**src/rtl/aec_pkg.sv**
```systemverilog
// ---------------------------------------------------------------------------
// aec_pkg: shared types and helpers for the escape-sequence parser
// Byte classes, command kinds, parser phases and the SGR attribute rule.
// ---------------------------------------------------------------------------
`timescale 1ns / 1ps
`default_nettype none

package aec_pkg;

  localparam int MAX_PARAMS = 8;
  localparam int PARAM_BITS = 16;
  localparam int IDX_W      = $clog2(MAX_PARAMS);
  localparam int ACC_W      = PARAM_BITS + 4;

  localparam logic [PARAM_BITS-1:0] PARAM_MAX = {PARAM_BITS{1'b1}};
  localparam logic [7:0] ESC_BYTE   = 8'h1B;
  localparam logic [7:0] ATTR_COLOR = 8'h77;

  // Configuration register indexes.
  localparam logic CFG_PASSTHROUGH = 1'b0;
  localparam logic CFG_START_ATTR  = 1'b1;

  // Parameter codes that h/l with the '?' marker react to.
  localparam logic [PARAM_BITS-1:0] PM_COLUMNS = PARAM_BITS'(3);
  localparam logic [PARAM_BITS-1:0] PM_INVERSE = PARAM_BITS'(5);
  localparam logic [PARAM_BITS-1:0] PM_CURSOR  = PARAM_BITS'(25);
  localparam logic [PARAM_BITS-1:0] PM_HOME    = PARAM_BITS'(47);

  typedef enum logic [2:0] {
    KIND_PRINT, KIND_ATTR, KIND_ERASE_LINE, KIND_ERASE_DISP,
    KIND_CURSOR, KIND_VISIBLE, KIND_COLUMNS, KIND_HOME
  } kind_t;

  typedef enum logic [3:0] {
    BC_ESC, BC_NUL, BC_DIGIT, BC_BRACKET, BC_SEMI, BC_GT, BC_QMARK, BC_SGR,
    BC_SET, BC_RESET, BC_ERASE_LINE, BC_ERASE_DISP, BC_CURSOR, BC_OTHER
  } byte_class_t;

  typedef enum logic [1:0] {PH_IDLE, PH_SEQ, PH_DROP} phase_t;
  typedef enum logic [1:0] {MK_NONE, MK_GT, MK_Q} marker_t;
  typedef enum logic [1:0] {CS_READY, CS_SGR, CS_MODE} ctrl_state_t;

  typedef struct packed {
    logic        accept;
    logic        clear_params;
    logic        digit;
    logic        next_param;
    logic        set_gt;
    logic        set_q;
    logic        walk_start;
    logic        walk_step;
    logic        sgr_step;
    logic        mode_step;
    logic        load_out;
    kind_t       out_kind;
    logic [1:0]  out_mode;
    logic        out_last;
  } cmd_t;

  typedef struct packed {
    logic        in_valid;
    logic        in_end;
    byte_class_t cls;
    logic        passthrough;
    logic        idx_last;
    marker_t     marker;
    logic        gt5;
    logic [1:0]  erase_mode;
    logic        walk_last;
    logic        walk_emit;
    logic        walk_later;
    kind_t       walk_kind;
    logic [1:0]  walk_mode;
    logic        out_free;
  } status_t;

  function automatic byte_class_t classify(input logic [7:0] c);
    byte_class_t r;
    r = BC_OTHER;
    if (c == ESC_BYTE)                   r = BC_ESC;
    else if (c == 8'h00)                 r = BC_NUL;
    else if (c >= "0" && c <= "9")       r = BC_DIGIT;
    else if (c == "[")                   r = BC_BRACKET;
    else if (c == ";")                   r = BC_SEMI;
    else if (c == ">")                   r = BC_GT;
    else if (c == "?")                   r = BC_QMARK;
    else if (c == "m")                   r = BC_SGR;
    else if (c == "h")                   r = BC_SET;
    else if (c == "l")                   r = BC_RESET;
    else if (c == "K")                   r = BC_ERASE_LINE;
    else if (c == "J")                   r = BC_ERASE_DISP;
    else if (c == "H")                   r = BC_CURSOR;
    return r;
  endfunction

  function automatic logic [7:0] swap_nibbles(input logic [7:0] a);
    return {a[3:0], a[7:4]};
  endfunction

  // One SGR parameter applied to the attribute; rst holds the color bits.
  function automatic logic [7:0] sgr_apply(input logic [7:0] a, input logic pres,
                                           input logic [PARAM_BITS-1:0] v,
                                           input logic [7:0] rst);
    logic [7:0] r;
    logic [2:0] k;
    r = a;
    k = 3'(v);
    if (!pres || v == '0)                       r = rst;
    else if (v == 1 || v == 4)                  r = a | 8'h08;
    else if (v == 5)                            r = a | 8'h80;
    else if (v == 7 || v == 27)                 r = swap_nibbles(a);
    else if (v == 22 || v == 24)                r = a & 8'hF7;
    else if (v == 25)                           r = a & 8'h7F;
    else if (v >= 30 && v <= 37) begin
      k = 3'(v - PARAM_BITS'(30));
      r = {a[7:3], k[0], k[1], k[2]};
    end else if (v == 39)                       r = {a[7:4], 1'b0, rst[2:0]};
    else if (v >= 40 && v <= 47) begin
      k = 3'(v - PARAM_BITS'(40));
      r = {a[7], k[0], k[1], k[2], a[3:0]};
    end else if (v == 49)                       r = {1'b0, rst[6:4], a[3:0]};
    return r;
  endfunction

endpackage

`default_nettype wire

```
**src/rtl/aec_in_if.sv**
```systemverilog
// ---------------------------------------------------------------------------
// aec_in_if: text byte channel
// Valid/ready channel carrying one text byte and its end-of-message flag.
// ---------------------------------------------------------------------------
`timescale 1ns / 1ps
`default_nettype none

interface aec_in_if;
  logic       valid;
  logic       ready;
  logic [7:0] text_byte;
  logic       message_end;
  modport source (output valid, text_byte, message_end, input ready);
  modport sink   (input valid, text_byte, message_end, output ready);
endinterface

`default_nettype wire

```
**src/rtl/aec_out_if.sv**
```systemverilog
// ---------------------------------------------------------------------------
// aec_out_if: console command channel
// Valid/ready channel carrying one console command word.
// ---------------------------------------------------------------------------
`timescale 1ns / 1ps
`default_nettype none

interface aec_out_if;
  logic        valid;
  logic        ready;
  logic [2:0]  kind;
  logic [7:0]  out_char;
  logic [7:0]  attribute;
  logic [1:0]  mode;
  logic [15:0] first_param;
  logic        first_given;
  logic [15:0] second_param;
  logic        second_given;
  logic        last_of_run;
  modport source (output valid, kind, out_char, attribute, mode, first_param,
                  first_given, second_param, second_given, last_of_run,
                  input ready);
  modport sink   (input valid, kind, out_char, attribute, mode, first_param,
                  first_given, second_param, second_given, last_of_run,
                  output ready);
endinterface

`default_nettype wire

```
**src/rtl/aec_ctrl.sv**
```systemverilog
// ---------------------------------------------------------------------------
// aec_ctrl: parser controller
// Tracks the parse phase and sequences parameter walks for SGR and h/l.
// ---------------------------------------------------------------------------
`timescale 1ns / 1ps
`default_nettype none

module aec_ctrl (
  input  wire              clk,
  input  wire              rst_n,
  input  aec_pkg::status_t st,
  output aec_pkg::cmd_t    cmd,
  output logic             in_ready
);

  aec_pkg::ctrl_state_t state_r, state_nxt;
  aec_pkg::phase_t      phase_r, phase_nxt;
  logic                 accept;
  logic                 step_ok;

  assign in_ready = (state_r == aec_pkg::CS_READY) && st.out_free;
  assign accept   = in_ready && st.in_valid;

  // A walk step may only proceed when any result it makes has room.
  always_comb begin
    step_ok = 1'b0;
    if (state_r == aec_pkg::CS_SGR)       step_ok = !st.walk_last || st.out_free;
    else if (state_r == aec_pkg::CS_MODE) step_ok = !st.walk_emit || st.out_free;
  end

  always_comb begin
    state_nxt = state_r;
    phase_nxt = phase_r;
    unique case (state_r)
      aec_pkg::CS_READY: begin
        if (accept && !st.passthrough) begin
          unique case (phase_r)
            aec_pkg::PH_IDLE: begin
              if (st.cls == aec_pkg::BC_ESC)      phase_nxt = aec_pkg::PH_SEQ;
              else if (st.cls == aec_pkg::BC_NUL) phase_nxt = aec_pkg::PH_DROP;
            end
            aec_pkg::PH_SEQ: begin
              case (st.cls)
                aec_pkg::BC_NUL: phase_nxt = aec_pkg::PH_DROP;
                aec_pkg::BC_SEMI: begin
                  if (st.idx_last) phase_nxt = aec_pkg::PH_DROP;
                end
                aec_pkg::BC_DIGIT, aec_pkg::BC_BRACKET, aec_pkg::BC_GT,
                aec_pkg::BC_QMARK: ;
                default: begin
                  phase_nxt = aec_pkg::PH_IDLE;
                  if (st.cls == aec_pkg::BC_SGR) state_nxt = aec_pkg::CS_SGR;
                  else if ((st.cls == aec_pkg::BC_SET || st.cls == aec_pkg::BC_RESET)
                           && st.marker == aec_pkg::MK_Q)
                    state_nxt = aec_pkg::CS_MODE;
                end
              endcase
            end
            default: ;
          endcase
        end
        if (accept && st.in_end) phase_nxt = aec_pkg::PH_IDLE;
      end
      aec_pkg::CS_SGR, aec_pkg::CS_MODE: begin
        if (step_ok && st.walk_last) state_nxt = aec_pkg::CS_READY;
      end
      default: state_nxt = aec_pkg::CS_READY;
    endcase
  end

  always_comb begin
    cmd          = '0;
    cmd.out_kind = aec_pkg::KIND_PRINT;
    cmd.accept   = accept;
    unique case (state_r)
      aec_pkg::CS_READY: begin
        if (accept) begin
          if (st.passthrough) begin
            cmd.load_out = 1'b1;
            cmd.out_last = 1'b1;
          end else if (phase_r == aec_pkg::PH_IDLE) begin
            if (st.cls == aec_pkg::BC_ESC) cmd.clear_params = 1'b1;
            else if (st.cls != aec_pkg::BC_NUL) begin
              cmd.load_out = 1'b1;
              cmd.out_last = 1'b1;
            end
          end else if (phase_r == aec_pkg::PH_SEQ) begin
            case (st.cls)
              aec_pkg::BC_DIGIT: cmd.digit = 1'b1;
              aec_pkg::BC_SEMI:  cmd.next_param = !st.idx_last;
              aec_pkg::BC_GT:    cmd.set_gt = 1'b1;
              aec_pkg::BC_QMARK: cmd.set_q = 1'b1;
              aec_pkg::BC_SGR:   cmd.walk_start = 1'b1;
              aec_pkg::BC_SET, aec_pkg::BC_RESET: begin
                if (st.marker == aec_pkg::MK_Q) cmd.walk_start = 1'b1;
                else if (st.gt5) begin
                  cmd.load_out = 1'b1;
                  cmd.out_last = 1'b1;
                  cmd.out_kind = aec_pkg::KIND_VISIBLE;
                  cmd.out_mode = {1'b0, st.cls == aec_pkg::BC_RESET};
                end
              end
              aec_pkg::BC_ERASE_LINE, aec_pkg::BC_ERASE_DISP: begin
                cmd.load_out = 1'b1;
                cmd.out_last = 1'b1;
                cmd.out_mode = st.erase_mode;
                cmd.out_kind = (st.cls == aec_pkg::BC_ERASE_LINE) ?
                               aec_pkg::KIND_ERASE_LINE : aec_pkg::KIND_ERASE_DISP;
              end
              aec_pkg::BC_CURSOR: begin
                cmd.load_out = 1'b1;
                cmd.out_last = 1'b1;
                cmd.out_kind = aec_pkg::KIND_CURSOR;
              end
              default: ;
            endcase
          end
        end
      end
      aec_pkg::CS_SGR: begin
        if (step_ok) begin
          cmd.walk_step = 1'b1;
          cmd.sgr_step  = 1'b1;
          if (st.walk_last) begin
            cmd.load_out = 1'b1;
            cmd.out_last = 1'b1;
            cmd.out_kind = aec_pkg::KIND_ATTR;
          end
        end
      end
      aec_pkg::CS_MODE: begin
        if (step_ok) begin
          cmd.walk_step = 1'b1;
          cmd.mode_step = 1'b1;
          if (st.walk_emit) begin
            cmd.load_out = 1'b1;
            cmd.out_last = !st.walk_later;
            cmd.out_kind = st.walk_kind;
            cmd.out_mode = st.walk_mode;
          end
        end
      end
      default: ;
    endcase
  end

  always_ff @(posedge clk) begin
    if (!rst_n) begin
      state_r <= aec_pkg::CS_READY;
      phase_r <= aec_pkg::PH_IDLE;
    end else begin
      state_r <= state_nxt;
      phase_r <= phase_nxt;
    end
  end

endmodule

`default_nettype wire

```
**src/rtl/aec_dp.sv**
```systemverilog
// ---------------------------------------------------------------------------
// aec_dp: parser datapath
// Parameter store, attribute, configuration and the output word register.
// ---------------------------------------------------------------------------
`timescale 1ns / 1ps
`default_nettype none

module aec_dp (
  input  wire                   clk,
  input  wire                   rst_n,
  input  wire                   cfg_we,
  input  wire                   cfg_index,
  input  wire  [7:0]            cfg_data,
  input  wire                   in_valid,
  input  wire  [7:0]            in_text_byte,
  input  wire                   in_message_end,
  input  aec_pkg::cmd_t         cmd,
  output aec_pkg::status_t      st,
  input  wire                   out_ready,
  output logic                  out_valid,
  output logic [2:0]            out_kind,
  output logic [7:0]            out_char,
  output logic [7:0]            out_attribute,
  output logic [1:0]            out_mode,
  output logic [15:0]           out_first_param,
  output logic                  out_first_given,
  output logic [15:0]           out_second_param,
  output logic                  out_second_given,
  output logic                  out_last_of_run
);

  localparam int PB = aec_pkg::PARAM_BITS;
  localparam int IW = aec_pkg::IDX_W;
  localparam int NP = aec_pkg::MAX_PARAMS;

  logic [PB-1:0]       val_r [NP];
  logic [NP-1:0]       pres_r;
  logic [PB-1:0]       acc_r;
  logic                pres_cur_r;
  logic [IW-1:0]       idx_r;
  aec_pkg::marker_t    marker_r;
  logic [7:0]          attr_r, attr_nxt;
  logic [7:0]          start_r;
  logic                pass_r;
  logic [IW-1:0]       walk_r;
  logic                walk_set_r;
  logic                out_valid_r;

  logic [PB-1:0]       pv   [NP];
  logic [NP-1:0]       pp;
  logic [NP-1:0]       emit_mask;
  logic [PB-1:0]       wv;
  logic                wp;
  logic [aec_pkg::ACC_W-1:0] acc_sum;
  logic [PB-1:0]       acc_nxt;
  logic [3:0]          digit;
  logic                out_free;
  logic                later;

  // The slot being filled lives in the accumulator; earlier slots in val_r.
  always_comb begin
    for (int j = 0; j < NP; j++) begin
      if (IW'(j) == idx_r) begin
        pv[j] = acc_r;
        pp[j] = pres_cur_r;
      end else begin
        pv[j] = val_r[j];
        pp[j] = pres_r[j] && (IW'(j) < idx_r);
      end
      emit_mask[j] = pp[j] && (pv[j] == aec_pkg::PM_COLUMNS ||
                               pv[j] == aec_pkg::PM_INVERSE ||
                               pv[j] == aec_pkg::PM_CURSOR ||
                               (pv[j] == aec_pkg::PM_HOME && walk_set_r));
    end
  end

  always_comb begin
    later = 1'b0;
    for (int j = 0; j < NP; j++) begin
      if (IW'(j) > walk_r && IW'(j) <= idx_r) later = later | emit_mask[j];
    end
  end

  assign wv = pv[walk_r];
  assign wp = pp[walk_r];

  assign digit   = 4'(in_text_byte - 8'h30);
  assign acc_sum = aec_pkg::ACC_W'({acc_r, 3'b000}) + aec_pkg::ACC_W'({acc_r, 1'b0})
                   + aec_pkg::ACC_W'(digit);
  assign acc_nxt = !pres_cur_r ? PB'(digit) :
                   (acc_sum > aec_pkg::ACC_W'(aec_pkg::PARAM_MAX)) ? aec_pkg::PARAM_MAX
                                                                   : acc_sum[PB-1:0];

  assign out_free = !out_valid_r || out_ready;

  always_comb begin
    attr_nxt = attr_r;
    if (cmd.sgr_step)
      attr_nxt = aec_pkg::sgr_apply(attr_r, wp, wv, start_r & aec_pkg::ATTR_COLOR);
    else if (cmd.mode_step && wp && wv == aec_pkg::PM_INVERSE)
      attr_nxt = aec_pkg::swap_nibbles(attr_r);
  end

  always_comb begin
    st            = '0;
    st.in_valid   = in_valid;
    st.in_end     = in_message_end;
    st.cls        = aec_pkg::classify(in_text_byte);
    st.passthrough = pass_r;
    st.idx_last   = (idx_r == IW'(NP - 1));
    st.marker     = marker_r;
    st.gt5        = (marker_r == aec_pkg::MK_GT) && pp[0] && pv[0] == PB'(5);
    st.erase_mode = (pp[0] && (pv[0] == PB'(1) || pv[0] == PB'(2))) ? pv[0][1:0] : 2'd0;
    st.walk_last  = (walk_r == idx_r);
    st.walk_emit  = emit_mask[walk_r];
    st.walk_later = later;
    st.walk_mode  = 2'd0;
    st.walk_kind  = aec_pkg::KIND_HOME;
    if (wv == aec_pkg::PM_COLUMNS) begin
      st.walk_kind = aec_pkg::KIND_COLUMNS;
      st.walk_mode = {1'b0, walk_set_r};
    end else if (wv == aec_pkg::PM_INVERSE) begin
      st.walk_kind = aec_pkg::KIND_ATTR;
    end else if (wv == aec_pkg::PM_CURSOR) begin
      st.walk_kind = aec_pkg::KIND_VISIBLE;
      st.walk_mode = {1'b0, walk_set_r};
    end
    st.out_free   = out_free;
  end

  // Parameter store: values need no reset, presence is cleared by ESC.
  always_ff @(posedge clk) begin
    if (cmd.next_param) val_r[idx_r] <= acc_r;
    if (cmd.digit)      acc_r <= acc_nxt;
    if (cmd.walk_start) walk_set_r <= (st.cls == aec_pkg::BC_SET);
  end

  always_ff @(posedge clk) begin
    if (!rst_n) begin
      pres_r     <= '0;
      pres_cur_r <= 1'b0;
      idx_r      <= '0;
      marker_r   <= aec_pkg::MK_NONE;
      walk_r     <= '0;
      pass_r     <= 1'b0;
      start_r    <= 8'd7;
      attr_r     <= 8'd7;
    end else begin
      // Writing the start attribute also reloads the current one.
      if (cfg_we && cfg_index == aec_pkg::CFG_START_ATTR) attr_r <= cfg_data;
      else attr_r <= attr_nxt;
      if (cmd.clear_params) begin
        pres_r     <= '0;
        pres_cur_r <= 1'b0;
        idx_r      <= '0;
        marker_r   <= aec_pkg::MK_NONE;
      end
      if (cmd.digit) pres_cur_r <= 1'b1;
      if (cmd.next_param) begin
        pres_r[idx_r] <= pres_cur_r;
        pres_cur_r    <= 1'b0;
        idx_r         <= idx_r + 1'b1;
      end
      if (cmd.set_gt) marker_r <= aec_pkg::MK_GT;
      if (cmd.set_q)  marker_r <= aec_pkg::MK_Q;
      if (cmd.walk_start)     walk_r <= '0;
      else if (cmd.walk_step) walk_r <= walk_r + 1'b1;
      if (cfg_we) begin
        if (cfg_index == aec_pkg::CFG_PASSTHROUGH) pass_r <= cfg_data[0];
        else start_r <= cfg_data;
      end
    end
  end

  always_ff @(posedge clk) begin
    if (!rst_n) out_valid_r <= 1'b0;
    else if (cmd.load_out) out_valid_r <= 1'b1;
    else if (out_ready) out_valid_r <= 1'b0;
  end

  always_ff @(posedge clk) begin
    if (cmd.load_out) begin
      out_kind         <= cmd.out_kind;
      out_char         <= (cmd.out_kind == aec_pkg::KIND_PRINT) ? in_text_byte : 8'd0;
      out_attribute    <= attr_nxt;
      out_mode         <= cmd.out_mode;
      out_last_of_run  <= cmd.out_last;
      if (cmd.out_kind == aec_pkg::KIND_CURSOR) begin
        out_first_param  <= pp[0] ? 16'(pv[0]) : 16'd0;
        out_first_given  <= pp[0];
        out_second_param <= pp[1] ? 16'(pv[1]) : 16'd0;
        out_second_given <= pp[1];
      end else begin
        out_first_param  <= 16'd0;
        out_first_given  <= 1'b0;
        out_second_param <= 16'd0;
        out_second_given <= 1'b0;
      end
    end
  end

  assign out_valid = out_valid_r;

endmodule

`default_nettype wire

```
**src/rtl/ansi_escape_to_console_commands_unit.sv**
```systemverilog
// ---------------------------------------------------------------------------
// ansi_escape_to_console_commands_unit: escape-sequence to console commands
// Turns a text byte stream into print, attribute, erase and cursor words.
// ---------------------------------------------------------------------------
// Usage: bytes enter on in_ch (text_byte, message_end) and command words
// leave on out_ch; a word moves when valid and ready are both high. The
// cfg port writes register 0 (passthrough) and 1 (start attribute, which
// also reloads the current attribute); the user must write only while the
// block is idle, a check the block leaves to the user. A byte that makes
// a word by itself shows it on out_ch in the cycle after it is accepted;
// ordinary bytes are taken back to back. An 'm' final byte walks the
// stored parameters (up to 8) one per cycle, pausing only while its word
// finds out_ch full; h/l with the '?' marker walk the same way, pausing
// likewise, and send at most one word per parameter. The output word
// register frees the input side as soon as the word it holds is taken or
// about to be taken. Reset (rst_n low at a clock edge) returns the parser
// to plain text, passthrough off and the attribute to 7. When out_ch
// stalls, the held word stays stable and in_ch.ready drops until it is taken.
`timescale 1ns / 1ps
`default_nettype none

module ansi_escape_to_console_commands_unit (
  input  wire        clk,
  input  wire        rst_n,
  aec_in_if.sink     in_ch,
  aec_out_if.source  out_ch,
  input  wire        cfg_we,
  input  wire        cfg_index,
  input  wire  [7:0] cfg_data
);

  aec_pkg::cmd_t    cmd;
  aec_pkg::status_t st;
  logic             in_ready;

  assign in_ch.ready = in_ready;

  aec_ctrl u_ctrl (
    .clk      (clk),
    .rst_n    (rst_n),
    .st       (st),
    .cmd      (cmd),
    .in_ready (in_ready)
  );

  aec_dp u_dp (
    .clk              (clk),
    .rst_n            (rst_n),
    .cfg_we           (cfg_we),
    .cfg_index        (cfg_index),
    .cfg_data         (cfg_data),
    .in_valid         (in_ch.valid),
    .in_text_byte     (in_ch.text_byte),
    .in_message_end   (in_ch.message_end),
    .cmd              (cmd),
    .st               (st),
    .out_ready        (out_ch.ready),
    .out_valid        (out_ch.valid),
    .out_kind         (out_ch.kind),
    .out_char         (out_ch.out_char),
    .out_attribute    (out_ch.attribute),
    .out_mode         (out_ch.mode),
    .out_first_param  (out_ch.first_param),
    .out_first_given  (out_ch.first_given),
    .out_second_param (out_ch.second_param),
    .out_second_given (out_ch.second_given),
    .out_last_of_run  (out_ch.last_of_run)
  );

endmodule

`default_nettype wire
```
**src/flat_wrapper.sv**
```systemverilog
// flat-port wrapper written by rule: the top's interface ports become plain ports
module ansi_escape_to_console_commands_unit_flat 
  (clk, rst_n, cfg_we, cfg_index, cfg_data, in_ch_valid, in_ch_text_byte, in_ch_message_end, in_ch_ready, out_ch_valid, out_ch_kind, out_ch_out_char, out_ch_attribute, out_ch_mode, out_ch_first_param, out_ch_first_given, out_ch_second_param, out_ch_second_given, out_ch_last_of_run, out_ch_ready);
  aec_in_if in_ch_i ();
  aec_out_if out_ch_i ();
  input  wire clk;
  input  wire rst_n;
  input  wire cfg_we;
  input  wire cfg_index;
  input  wire  [7:0] cfg_data;
  input wire logic [$bits(in_ch_i.valid)-1:0] in_ch_valid;
  input wire logic [$bits(in_ch_i.text_byte)-1:0] in_ch_text_byte;
  input wire logic [$bits(in_ch_i.message_end)-1:0] in_ch_message_end;
  output wire logic [$bits(in_ch_i.ready)-1:0] in_ch_ready;
  output wire logic [$bits(out_ch_i.valid)-1:0] out_ch_valid;
  output wire logic [$bits(out_ch_i.kind)-1:0] out_ch_kind;
  output wire logic [$bits(out_ch_i.out_char)-1:0] out_ch_out_char;
  output wire logic [$bits(out_ch_i.attribute)-1:0] out_ch_attribute;
  output wire logic [$bits(out_ch_i.mode)-1:0] out_ch_mode;
  output wire logic [$bits(out_ch_i.first_param)-1:0] out_ch_first_param;
  output wire logic [$bits(out_ch_i.first_given)-1:0] out_ch_first_given;
  output wire logic [$bits(out_ch_i.second_param)-1:0] out_ch_second_param;
  output wire logic [$bits(out_ch_i.second_given)-1:0] out_ch_second_given;
  output wire logic [$bits(out_ch_i.last_of_run)-1:0] out_ch_last_of_run;
  input wire logic [$bits(out_ch_i.ready)-1:0] out_ch_ready;
  assign in_ch_i.valid = in_ch_valid;
  assign in_ch_i.text_byte = in_ch_text_byte;
  assign in_ch_i.message_end = in_ch_message_end;
  assign in_ch_ready = in_ch_i.ready;
  assign out_ch_valid = out_ch_i.valid;
  assign out_ch_kind = out_ch_i.kind;
  assign out_ch_out_char = out_ch_i.out_char;
  assign out_ch_attribute = out_ch_i.attribute;
  assign out_ch_mode = out_ch_i.mode;
  assign out_ch_first_param = out_ch_i.first_param;
  assign out_ch_first_given = out_ch_i.first_given;
  assign out_ch_second_param = out_ch_i.second_param;
  assign out_ch_second_given = out_ch_i.second_given;
  assign out_ch_last_of_run = out_ch_i.last_of_run;
  assign out_ch_i.ready = out_ch_ready;
  ansi_escape_to_console_commands_unit u_core (.clk(clk), .rst_n(rst_n), .in_ch(in_ch_i), .out_ch(out_ch_i), .cfg_we(cfg_we), .cfg_index(cfg_index), .cfg_data(cfg_data));
endmodule
```
**config.mk**
```make
export PLATFORM = sky130hd
export DESIGN_NAME = ansi_escape_to_console_commands_unit_flat
export DESIGN_NICKNAME = d
export VERILOG_FILES = /design/src/rtl/aec_pkg.sv /design/src/rtl/aec_in_if.sv /design/src/rtl/aec_out_if.sv /design/src/rtl/aec_ctrl.sv /design/src/rtl/aec_dp.sv /design/src/rtl/ansi_escape_to_console_commands_unit.sv /design/src/flat_wrapper.sv
export SDC_FILE = /design/constraint.sdc
export NUM_CORES = 1
export LEC_CHECK = 0
export BUFFER_PORTS_ARGS = -buffer_cell sky130_fd_sc_hd__clkbuf_2
export CAP_MARGIN = 20
export CORE_AREA = 3 3 168 170
export DETAILED_ROUTE_END_ITERATION = 8
export DIE_AREA = 0 0 171 173
export PLACE_DENSITY = 0.68
export SYNTH_ARGS = -nofsm -noshare
export SYNTH_HDL_FRONTEND = slang
export SYNTH_HIERARCHICAL = 1
export SYNTH_SLANG_ARGS = --single-unit
```
**constraint.sdc**
```tcl
create_clock -name clk -period 8.42 [get_ports clk]
set_input_delay 1.263 -clock clk [delete_from_list [all_inputs] [get_ports clk]]
set_output_delay 1.263 -clock clk [all_outputs]
set_load 0.02 [all_outputs]
```
==> reports/metrics.cfg <==
[outcome]
status=completed

[critical_path]
criticalPathCategory=reg2reg
cp_num_buf_inv=1
crit_required_ns=8.79
cp_slowest_cell=o221ai_1
crit_path_start_kind=flop
cp.arrival_ns=6.74
worstSetupEndpointType=flop
cp.depth=15
r2r.worst_path.cells=15
path_cells=inv_1 -> ha_1 -> nand2b_1 -> mux2i_1 -> a2111oi_0 -> o221ai_1 -> nand4bb_1 -> nor3_1 -> nand3b_1 -> and2_1 -> a22oi_1 -> nor2_1 -> nor2_1 -> nand3b_1 -> a21oi_1
crit_fanout=20
slowest_delay_ns=0.83
path_delay_family=simple AND/OR/NAND/NOR gates

[clocking]
cts_sinks=237
ctsResizeCount=0
htree_levels=1
numCtsBuffers=27
cts_tree=built
cts_buffer_depth=3
clk_latency_ns=0.55
postCtsHoldBufs=0
cts_root_buf=clkbuf_16
postCtsSetupBuffers=0
cts.clk_slew.worst_paths_ns=0.07

[placed_design]
dp_worst_setup_slack_ns=2.02
gp_congestion=1.02
dp_hpwl_mm=27.5
io_buffers=80
placed_cell_area_um2=14200

[route]
dr.pass1.iters=6
drt-initial-drc-count=1348
wl_met2_mm=18.0
drc=0
vias=10900
maxUsedRoutingLayer=met4
routed_wl_mm=39.4
route.met3.wl_mm=3.25
wirelength_met1_mm=16.8
drt-vias-per-instance=6.42
ant_nets=0
avgRoutedWirePerCell_um=23.1

[final_layout]
drive_above_1_share_pct=14.6
fin_area_um2=15100
fill_cells=2331
area_growth_pct=12.5
nets=1410
register_area_um2=6760
final_common_cell=edfxtp_1
multiInputGateArea_um2=6240
layout_common_cells=edfxtp_1, nand2_1, nor2_1
n_antenna_cell=0

[floorplanning]
num_io_pins=81
num_rows=60
die_h_um=173
die_w_um=171
dieArea_um2=29600
coreArea_um2=26900
start_util_pct=49.8

[power]
pwr-share-comb_pct=3.9
leakage_nw=5.84
seqPwrFrac_pct=51.4
sw_frac_of_total_pct=21.9
total_power_mw=2.51
clockPowerShare_pct=44.7
switchingPower_mw=0.549
powerDensity_nw_per_um2=166
ir_drop_v=0.000117
cell_internal_pwr_mw=1.96

[synth]
syn_avg_cell_area_um2=10.6
syn_inst=1264
syn_area_um2=13400
yosys_warnings=6
syn-num-nets=1333

[grt]
grt_overflow=0
grt_pass1_vias=10500
grt_first_pass_wirelength_mm=60.5
track_usage_pct=26.0
grt_start_max_net_pins=34
antenna_found_initial=1

[timing]
final-setup-viol-count=0
worst_pin_slew_ns=1.05
finalMaxSlewViolations=0
rsz0062_at_grt=false
fin_crit_ns=6.37
fmax_ghz=0.157
relSlewSlack_pct=29.7
fin_crit_sh_pct=75.6
fin_skew_ns=0.0154
worst_slack_ns=2.05
tns_ns=0
hold_viol=0

[min_path]
min_path_cells=2
min_path_type=reg2reg

[flow_run]
maxCapViolCount=0

==> path summary, 6_finish.rpt <==
path / slack (ns) / end / startpoint
worst max-delay path: 2.05 / u_core/u_dp/out_first_param[6] / u_core/u_dp/idx_r[0]
worst min-delay path: 0.46 / u_core/u_dp/start_r[2] / u_core/u_dp/start_r[2]
worst max register to register: 2.05 / u_core/u_dp/out_first_param[6] / u_core/u_dp/idx_r[0]
worst min register to register: 0.46 / u_core/u_dp/start_r[2] / u_core/u_dp/start_r[2]
==> registers in the layout, indices dropped and copies added, names as in the netlist, 6 cells and up <==
register	flops
u_core/u_dp/val_r	128
u_core/u_dp/acc_r	16
u_core/u_dp/out_first_param	16
u_core/u_dp/out_second_param	16
u_core/u_dp/attr_r	8
u_core/u_dp/out_attribute	8
u_core/u_dp/out_char	8
u_core/u_dp/pres_r	7
u_core/u_dp/start_r	6
==> worst min-delay path, stage by stage (launching register included) <==
cell and delay [ns]:
dfxtp_1 0.32, nand2_1 0.06, nand2_1 0.04
==> area by class of cell <==
| class | count | area share (%) |
|---|---|---|
| flip-flops and latches | 237 | 44.8 |
| inverters | 31 | 0.772 |
| clock buffers | 41 | 4.96 |
| clock inverters | 9 | 0.581 |
| repair buffers | 117 | 4.62 |
| well taps | 341 | 2.83 |
| multi-input cells | 927 | 41.4 |
==> metal layers <==
layer | vias up | track usage, %
li1 | 4979 | -
met1 | 5339 | 37.0
met2 | 518 | 40.7
met3 | 97 | 4.62
met4 | 0 | 7.91
met5 | - | 0
==> stage by stage <==
stage | hold slack, ns | cells | utilization (%)
final | 0.459 | 1703 | 56.1
after floorplan | 0.431 | 1264 | -
after global routing | 0.488 | 1703 | 56.1
after detailed placement | 0.460 | 1651 | 52.9
after global placement | 0.457 | 1650 | 52.8
after CTS | 0.469 | 1701 | 56.0
==> power groups by stage <==
stage / clock (mW) / combinational, mW / sequential, mW
floorplan: 0 / 0.0435 / 1.33
global placement: 0 / 0.0941 / 1.31
detailed placement: 0 / 0.0978 / 1.31
CTS: 1.14 / 0.0983 / 1.29
global route: 1.19 / 0.106 / 1.29
finish: 1.12 / 0.0977 / 1.29
(Power assumes the default switching activity.)
